File: config.mk
export PLATFORM = sky130hd
export DESIGN_NAME = heap_sorter_unit
export DESIGN_NICKNAME = d
export VERILOG_FILES = /design/src/rtl/core/hs_pkg.sv /design/src/rtl/core/hs_cell.sv /design/src/rtl/core/heap_sorter_unit.sv
export SDC_FILE = /design/constraint.sdc
export NUM_CORES = 2
export LEC_CHECK = 0
export ABC_CLOCK_PERIOD_IN_PS = 4160
export BUFFER_PORTS_ARGS = -buffer_cell sky130_fd_sc_hd__buf_2
export CAP_MARGIN = 20
export CORE_AREA = 2 2 371 373
export DETAILED_ROUTE_END_ITERATION = 8
export DIE_AREA = 0 0 373 375
export PLACE_DENSITY_LB_ADDON = 0.25
export SETUP_SLACK_MARGIN = 0.02
export SKIP_CTS_REPAIR_TIMING = 1
export SLEW_MARGIN = 5
export SYNTH_ARGS = -nofsm -noshare
export SYNTH_HDL_FRONTEND = slang
export SYNTH_SLANG_ARGS = --single-unit
File: constraint.sdc
create_clock -name clk -period 4.16 [get_ports clk]
set_input_delay 0.624 -clock clk [delete_from_list [all_inputs] [get_ports clk]]
set_output_delay 0.624 -clock clk [all_outputs]
set_load 0.005 [all_outputs]
File: src/rtl/core/hs_pkg.sv
// Shared types and constants for the heap sorter cell chain.
package hs_pkg;

    localparam int DATA_W = 32;

    // Contents of one cell: an occupancy flag and the held element.
    typedef struct packed {
        logic                     occ;
        logic signed [DATA_W-1:0] val;
    } cell_t;

    // Chain-wide command, the same for every cell in a cycle.
    typedef struct packed {
        logic insert;
        logic shift;
    } cell_ctrl_t;

endpackage

File: src/rtl/core/hs_cell.sv
// One cell of the sorting chain: holds one element and trades with its neighbors.
module hs_cell
(
    input  logic                              clk,
    input  logic                              rst_n,
    input  hs_pkg::cell_ctrl_t                ctrl,
    input  logic signed [hs_pkg::DATA_W-1:0]  new_val,
    input  hs_pkg::cell_t                     left,
    input  logic                              left_take,
    input  hs_pkg::cell_t                     right,
    output logic                              take,
    output hs_pkg::cell_t                     cur
);
    import hs_pkg::*;

    logic                     occ_reg;
    logic                     occ_next;
    logic signed [DATA_W-1:0] val_reg;
    logic signed [DATA_W-1:0] val_next;

    // The new element belongs at or before this cell when it is smaller
    // than what is held here, or when the cell is empty.
    assign take = ctrl.insert && (!occ_reg || (new_val < val_reg));

    always_comb
    begin
        occ_next = occ_reg;
        val_next = val_reg;
        if (ctrl.shift)
        begin
            occ_next = right.occ;
            val_next = right.val;
        end
        else if (take)
        begin
            if (left_take)
            begin
                occ_next = left.occ;
                val_next = left.val;
            end
            else
            begin
                occ_next = 1'b1;
                val_next = new_val;
            end
        end
    end

    always_ff @(posedge clk or negedge rst_n)
    begin
        if (!rst_n)
        begin
            occ_reg <= 1'b0;
        end
        else
        begin
            occ_reg <= occ_next;
        end
    end

    always_ff @(posedge clk)
    begin
        val_reg <= val_next;
    end

    assign cur.occ = occ_reg;
    assign cur.val = val_reg;

endmodule

File: src/rtl/core/heap_sorter_unit.sv
// Top level of the sorter: a chain of insertion cells and a registered output stage.
//
// Usage: elements of a set arrive on the slave stream, one signed 32-bit value per
// transaction, with tlast marking the final element of the set. An element that fills
// the chain (MAX_ITEMS elements held) also closes the set. While a set is loading, one
// element is taken every cycle; the chain keeps the elements in ascending order as they
// arrive, with each cell comparing the new value against its own in parallel.
// Once the set is closed, s_axis_tready drops and the chain drains toward cell zero,
// one element per cycle while the receiver keeps up, into the output register. The
// master stream delivers the set in ascending order, with tlast on the largest element.
// The closing transaction moves the state register to drain, and the first result is
// then registered in the output register. A new set is not taken while one drains:
// the state returns to load as the last result is registered, and the next set is
// accepted from then on.
// Reset clears every cell's occupancy flag and the output valid; no clearing pass
// is needed. When the receiver stalls, the output register holds its transaction
// and the chain stops shifting until it is taken.
module heap_sorter_unit
#(
    parameter int MAX_ITEMS = 32
)
(
    input  logic                          clk,
    input  logic                          rst_n,
    input  logic                          s_axis_tvalid,
    output logic                          s_axis_tready,
    input  logic [hs_pkg::DATA_W-1:0]     s_axis_tdata,   // [31:0] value
    input  logic                          s_axis_tlast,   // is_last
    output logic                          m_axis_tvalid,
    input  logic                          m_axis_tready,
    output logic [hs_pkg::DATA_W-1:0]     m_axis_tdata,   // [31:0] sorted_value
    output logic                          m_axis_tlast    // end_of_set
);
    import hs_pkg::*;

    localparam logic ST_LOAD  = 1'b0;
    localparam logic ST_DRAIN = 1'b1;

    logic state_reg;
    logic state_next;

    logic              out_valid_reg;
    logic              out_valid_next;
    logic [DATA_W-1:0] out_data_reg;
    logic              out_last_reg;

    cell_ctrl_t          ctrl;
    cell_t               cells [MAX_ITEMS];
    logic [MAX_ITEMS-1:0] takes;
    logic [MAX_ITEMS-1:0] occ_vec;
    cell_t               empty_cell;

    logic in_fire;
    logic pop;
    logic closing;

    assign empty_cell.occ = 1'b0;
    assign empty_cell.val = '0;

    assign s_axis_tready = (state_reg == ST_LOAD);
    assign in_fire       = s_axis_tvalid && s_axis_tready;

    // The set closes on tlast or when this element takes the last free cell.
    assign closing = s_axis_tlast || occ_vec[MAX_ITEMS-2];

    // Draining moves one element out whenever the output register is free.
    assign pop = (state_reg == ST_DRAIN) && (!out_valid_reg || m_axis_tready);

    assign ctrl.insert = in_fire;
    assign ctrl.shift  = pop;

    genvar gi;
    generate
        for (gi = 0; gi < MAX_ITEMS; gi++)
        begin : g_cell
            hs_cell u_cell
            (
                .clk       (clk),
                .rst_n     (rst_n),
                .ctrl      (ctrl),
                .new_val   ($signed(s_axis_tdata)),
                .left      ((gi == 0) ? empty_cell : cells[(gi == 0) ? 0 : gi-1]),
                .left_take ((gi == 0) ? 1'b0 : takes[(gi == 0) ? 0 : gi-1]),
                .right     ((gi == MAX_ITEMS-1) ? empty_cell
                                : cells[(gi == MAX_ITEMS-1) ? gi : gi+1]),
                .take      (takes[gi]),
                .cur       (cells[gi])
            );
            assign occ_vec[gi] = cells[gi].occ;
        end
    endgenerate

    always_comb
    begin
        state_next = state_reg;
        unique case (state_reg)
            ST_LOAD:
            begin
                if (in_fire && closing)
                begin
                    state_next = ST_DRAIN;
                end
            end
            ST_DRAIN:
            begin
                // The element leaving now is the last one when cell one is empty.
                if (pop && !occ_vec[1])
                begin
                    state_next = ST_LOAD;
                end
            end
            default:
            begin
                state_next = ST_LOAD;
            end
        endcase
    end

    always_comb
    begin
        out_valid_next = out_valid_reg;
        if (pop)
        begin
            out_valid_next = 1'b1;
        end
        else if (m_axis_tready)
        begin
            out_valid_next = 1'b0;
        end
    end

    always_ff @(posedge clk or negedge rst_n)
    begin
        if (!rst_n)
        begin
            state_reg     <= ST_LOAD;
            out_valid_reg <= 1'b0;
        end
        else
        begin
            state_reg     <= state_next;
            out_valid_reg <= out_valid_next;
        end
    end

    always_ff @(posedge clk)
    begin
        if (pop)
        begin
            out_data_reg <= cells[0].val;
            out_last_reg <= !occ_vec[1];
        end
    end

    assign m_axis_tvalid = out_valid_reg;
    assign m_axis_tdata  = out_data_reg;
    assign m_axis_tlast  = out_last_reg;

`ifndef SYNTH
    // While draining, the head cell always holds the next element to send.
    a_drain_head_full: assert property (@(posedge clk) disable iff (!rst_n)
        (state_reg == ST_DRAIN) |-> occ_vec[0])
        else $error("drain state with empty head cell");

    // Occupied cells always form an unbroken run starting at cell zero.
    a_occ_prefix: assert property (@(posedge clk) disable iff (!rst_n)
        ((occ_vec & (occ_vec + MAX_ITEMS'(1))) == '0))
        else $error("cell occupancy has a gap");

    // Sending the final element leaves the chain empty and ready to load.
    a_drain_done: assert property (@(posedge clk) disable iff (!rst_n)
        (pop && !occ_vec[1]) |=> (occ_vec == '0) && (state_reg == ST_LOAD)
            && m_axis_tvalid && m_axis_tlast)
        else $error("chain not empty after the last element was sent");
`endif

endmodule
Word level (Yosys, flattened, before mapping)
Index checks and enable logic that the tools add are counted.
Widths: inputs -> output; s select.
{"block": "op_classes", "n_lt_le_gt_ge": 32, "mux": 193, "bitwise_logic": 1, "reduce_logical": 136}
{"operator": "$mux 32", "n": 93}
{"operator": "$lt 32x32->1", "n": 32}
{"operator": "$mux 1", "n": 99}
{"operator": "$reduce_bool 2->1", "n": 33}
{"operator": "$logic_and 1x1->1", "n": 36}
{"operator": "$logic_or 1x1->1", "n": 34}
{"operator": "$logic_not 1->1", "n": 33}
{"operator": "$pmux 1 s2", "n": 1}
{"operator": "$not 1->1", "n": 1}
{"block": "totals", "register_bits": 1091, "inputBits": 37, "wordCells": 430}

Depth between registers and ports, before layout
{"block": "logic_depth", "depth_word": 6, "depth_mapped": 13, "depth_no_buf": 10}

Cells and area by module
From an unflattened synthesis, not the netlist that was laid out.
{"block": "unflattened", "hier_cells": 8429, "hier_area_um2": 81421.8}
{"mod": "hs_cell", "n_inst": 32, "cells_per_inst": 262, "area_each_um2": 2509.9, "seq_area_each_um2": 985.9}
{"mod": "heap_sorter_unit", "n_inst": 1, "cells_per_inst": 45, "area_each_um2": 1104.8, "seq_area_each_um2": 1041.0}

Worst setup path after synthesis
Ideal clock, no wire load.
{"block": "synth_timing", "path_kind": "input to register", "start": "in s_axis_tdata[0] (netlist bit)", "end": "reg g_cell[16].u_cell.val_reg[0], enable pin", "arrival_time_ps": 4195, "slack_ps": -503, "stages": 8, "path_cell_list": "buf_6 > clkbuf_1 > nand2b_1 > a2111oi_0 > nor4_1 > o311ai_1 > o22ai_1 > o21ai_0"}
{"block": "synth_between", "elab_chain_cells": 4}
{"item": "start, declared", "line_no": "heap_sorter_unit.sv:27", "text": "input logic [hs_pkg::DATA_W-1:0] s_axis_tdata,"}
{"item": "$lt 32x32->1", "line_no": "hs_cell.sv:23", "text": "assign take = ctrl.insert && (!occ_reg || (new_val < val_reg));"}
{"item": "$logic_or 1x1->1", "line_no": "hs_cell.sv:23"}
{"item": "$logic_and 1x1->1", "line_no": "hs_cell.sv:23"}
{"item": "$reduce_bool 2->1 (no source line)"}
{"item": "end signal, assigned", "line_no": "hs_cell.sv:63", "text": "val_reg <= val_next;"}
{"item": "end, declared", "line_no": "hs_cell.sv:18", "text": "logic signed [DATA_W-1:0] val_reg;"}
No other way between the ends.
A chain may end at the register's enable or synchronous reset.

Worst setup path after layout
{"block": "layout_timing", "start": "in s_axis_tdata[3] (netlist bit)", "end": "reg g_cell[25].u_cell.val_reg[0], data pin"}
{"block": "layout_between", "elab_chain_cells": 6}
{"item": "$lt 32x32->1", "line_no": "hs_cell.sv:23"}
{"item": "$logic_or 1x1->1", "line_no": "hs_cell.sv:23"}
{"item": "$logic_and 1x1->1", "line_no": "hs_cell.sv:23"}
{"item": "$mux 32", "line_no": "hs_cell.sv:36", "text": "if (left_take)"}
{"item": "$mux 32", "line_no": "hs_cell.sv:34", "text": "else if (take)"}
{"item": "$mux 32", "line_no": "hs_cell.sv:29", "text": "if (ctrl.shift)"}
{"item": "via g_cell[25].u_cell.val_next[0]", "line_no": "hs_cell.sv:19", "text": "logic signed [DATA_W-1:0] val_next;"}
{"item": "end signal, assigned", "line_no": "hs_cell.sv:63"}
{"item": "end, declared", "line_no": "hs_cell.sv:18"}
The timed path passes the listed nets, and every way through them passes these cells. The select of a mux whose other input is x is not followed.

==> results.md <==
- **Pins Over Slew Limit** 0
- **crit-path max FO** 50
- **largest family of logic cells by synthesized area** compound AO/OA/AOI/OAI gates
- **average routed wire per standard cell** 28.3 µm
- **HPWL after detailed placement** 197000 µm
- **mux share of post-synthesis cell area** 0.472%
- **Die X-Extent** 373 µm
- **Avg Inst Size Synth** 9.88 µm²
- **library cells used by synthesis** 69
- **via count** 64800
- **fraction of final layout cells sized beyond drive strength 1** 9.73%
- **Highest Signal Layer** met4
- **largest voltage drop on the vdd net** 594 µV
- **clock tree root buffer cell** clkbuf_16
- **Met3 Routed Length** 32500 µm
- **ordered list of cells on the worst path** buf_2, buf_4, ha_1, o21a_1, nor2_1, nor4_1, buf_4, o21ai_0, a21oi_1, a211oi_4, buf_12, nor2_1, a221o_1
- **number of storage elements in the synthesis netlist** 1091
- **post-detailed-routing wire length** 268000 µm
- **Tightest Hold Check Type** input port to flop
- **global placer's final weighted congestion** 0.984
- **number of placed cells counting well taps** 9242
- **CORE AREA** 136000 µm²
- **I/O pin count** 72
- **DRT met1 WL** 99500 µm
- **total routing resource utilization after global routing** 37.5%
- **number of global-route vias before repair** 63700
- **NumNets Final** 8610
- **Setup Skew** 0.0338 ns
- **startpoint kind of the worst setup timing path** input port
- **Total Die Area** 140000 µm²
- **final cell count without fillers** 9485
- **count of yosys warnings during synthesis** 0
- **synthesized-area fraction occupied by xor and xnor cells** 0%
- **critical path's slowest cell** buf_2
- **Post-synth EDFFs** 1025
- **flip-flop count of the largest register after layout** 1024
- **nets in the synthesized netlist** 8537
- **Starting Density** 54.4%
- **Cells after Synth** 7508
- **count of max-cap constraint violations** 0
- **CP required** 4.70 ns
- **register area share after synthesis** 43.5%
- **Skew-Pair Late Insertion Delay** 0.78 ns
- **routed wl met2** 118000 µm
- **highest cell delay on the worst timing path** 0.64 ns
- **final worst-path cycle share** 85.1%
- **global route total overflow** 0
- **Final setup violation count** 0
- **adder-cell area share of the yosys netlist** 16.7%
- **1st-iter DRT viols** 8250
- **via density per instance** 6.83
- **headroom to the max-slew limit** 35.4%
- **number of antenna violations at the first check in global routing** 5
- **Post-DRT Antenna Nets** 0
- **first-pass iteration count of the detailed router** 8
- **Static Leak** 34.9 nW
- **cts bufs inserted** 130
- **maximum number of pins on one net before global-route repair** 101
- **status** finished, final reports clean
- **Critical Path Sink Type** flop
- **unrepaired setup endpoints after global routing** no
- **TritonCTS sink count** 1091
- **depth of the CTS H-tree** 4
- **Area growth syn-to-layout** 12.1%
- **Reg clk slew, reported paths** 0.06 ns
- **most frequently used flop master after synthesis** edfxtp_1
- **post-route cell area** 83200 µm²
- **Post-Syn Area** 74200 µm²
- **share of synthesized flip-flops with an asynchronous set or reset** 3.12%
- **Site Rows** 136
- **synthesized-area fraction occupied by ao, oa, aoi and oai cells** 20.3%
- **actual slew at the worst max-slew pin** 0.969 ns
- **CTS Buffer Depth** 3
- **Placed Instance Area** 79000 µm²
- **clock tree from TritonCTS** yes
- **Data arrival, critical path** 4.07 ns
- **total DRC errors in the routed layout** 0
- **chip height** 375 µm
- **upper clock frequency limit** 283 MHz
- **Port Buffer Count** 71
- **endpoints failing hold** 0
- **total power divided by cell area** 887 nW/µm²
- **first-pass GRT wire length** 397000 µm
- **critical setup path kind** input port to flop
- **post-synthesis simple-gate area fraction** 11.1%
- **final period demand of the worst path** 3.54 ns
[synthesized netlist by cell type, drive strengths merged (21+ instances only)]
master,instances,share of area (%)
nand2,1076,5.4
a221o,49,0.66
inv,1041,5.3
a21oi,421,2.8
a22oi,88,0.89
ha,992,17
nand3,225,1.6
nor4,51,0.43
o221ai,850,10
o22ai,26,0.22
clkbuf,315,1.6
nand4,131,1.1
nor2,210,1.1
a2111oi,30,0.36
edfxtp,1025,41
a21o,71,0.72
nand2b,37,0.32
buf,158,1.1
nor3,28,0.19
o21a,21,0.21
dfxtp,32,0.86
o21ai,219,1.5
dfrtp,34,1.1
mux2i,35,0.47
o211ai,102,1.2
a211oi,61,0.62
[report_power, final]
part	internal (mW)	switching [mW]
registers	21.5	4.48
clock network	6.60	4.94
logic	12.6	23.6
[final timing paths]
check | slack (ns) | end | startpoint | cells past startpoint
setup / recovery | 0.62 | g_cell[25].u_cell.val_reg[0] | s_axis_tdata[3] | 13
hold / removal | 0.18 | state_reg | s_axis_tlast | 3
setup reg to reg | 0.69 | g_cell[25].u_cell.val_reg[0] | g_cell[24].u_cell.val_reg[1] | 11
hold reg to reg | 0.49 | m_axis_tdata[21] | g_cell[0].u_cell.val_reg[21] | 0
max in group asynchronous | 2.63 | g_cell[20].u_cell.occ_reg | rst_n | 3
min in group asynchronous | 0.49 | g_cell[0].u_cell.occ_reg | rst_n | 2
[metrics by stage]
step	utilization [%]	hold slack, ns	worst slack, ns	TNS [ns]	power (mW)
6_report	61.1	0.179	0.620	0	73.8
5_1_grt	61.1	0.180	0.564	0	78.0
4_1_cts	61.0	-0.119	0.717	0	72.7
3_5_place_dp	58.0	0.474	-0.0459	-0.0459	61.0
3_3_place_gp	58.0	0.465	-0.0380	-0.0380	59.6
2_1_floorplan	-	0.328	0.381	0	47.1
[worst max-delay path: cells and delay by family]
family,cells,cell delay [ns]
AO/OA/AOI/OAI,5,1.54
adder cells (fa/ha/maj),1,0.26
buffers and inverters,4,1.38
AND/OR/NAND/NOR,3,0.22
[kinds of logic after synthesis]
family,count (synthesis)
and+or+nand+nor,1848
AOI/OAI and AO/OA,2027
muxes,35
adders and majority gates,992
DFF,1091
buffers and inverters,1515
[layer usage]
layer  GRT usage, %  vias to the layer above
met2           57.7                     4081
li1               -                    28500
met5              0                        -
met1           47.4                    31200
met4           22.7                        0
met3           9.64                      957
[cells in the final DEF (no fill, tap or decap), drive strengths merged, types with 28 or more instances in the layout]
master / netlist / final
nor3: 28 / 28
nand4: 131 / 131
a221o: 49 / 49
o21ai: 219 / 219
nand2: 1076 / 1076
a211oi: 61 / 61
clkinv: 1 / 43
a2111oi: 30 / 30
nand3: 225 / 225
clkbuf: 315 / 177
a21o: 71 / 71
nor2: 210 / 210
nor4: 51 / 51
a22oi: 88 / 88
dfxtp: 32 / 32
o221ai: 850 / 850
nand2b: 37 / 37
dfrtp: 34 / 34
ha: 992 / 992
mux2i: 35 / 35
inv: 1041 / 1046
o211ai: 102 / 102
edfxtp: 1025 / 1025
buf: 158 / 413
a21oi: 421 / 421
[cell type report]
type                       count  area (µm²)
antenna                        6        15.0
timing repair buffer         414        4230
tap                         1794        2240
multi-input combinational   4902       36400
sequential                  1091       32300
inverter                    1042        3920
clock inverter                59         569
fill                       11300       53100
clock buffer                 177        3610
(Power assumes the default switching activity.)
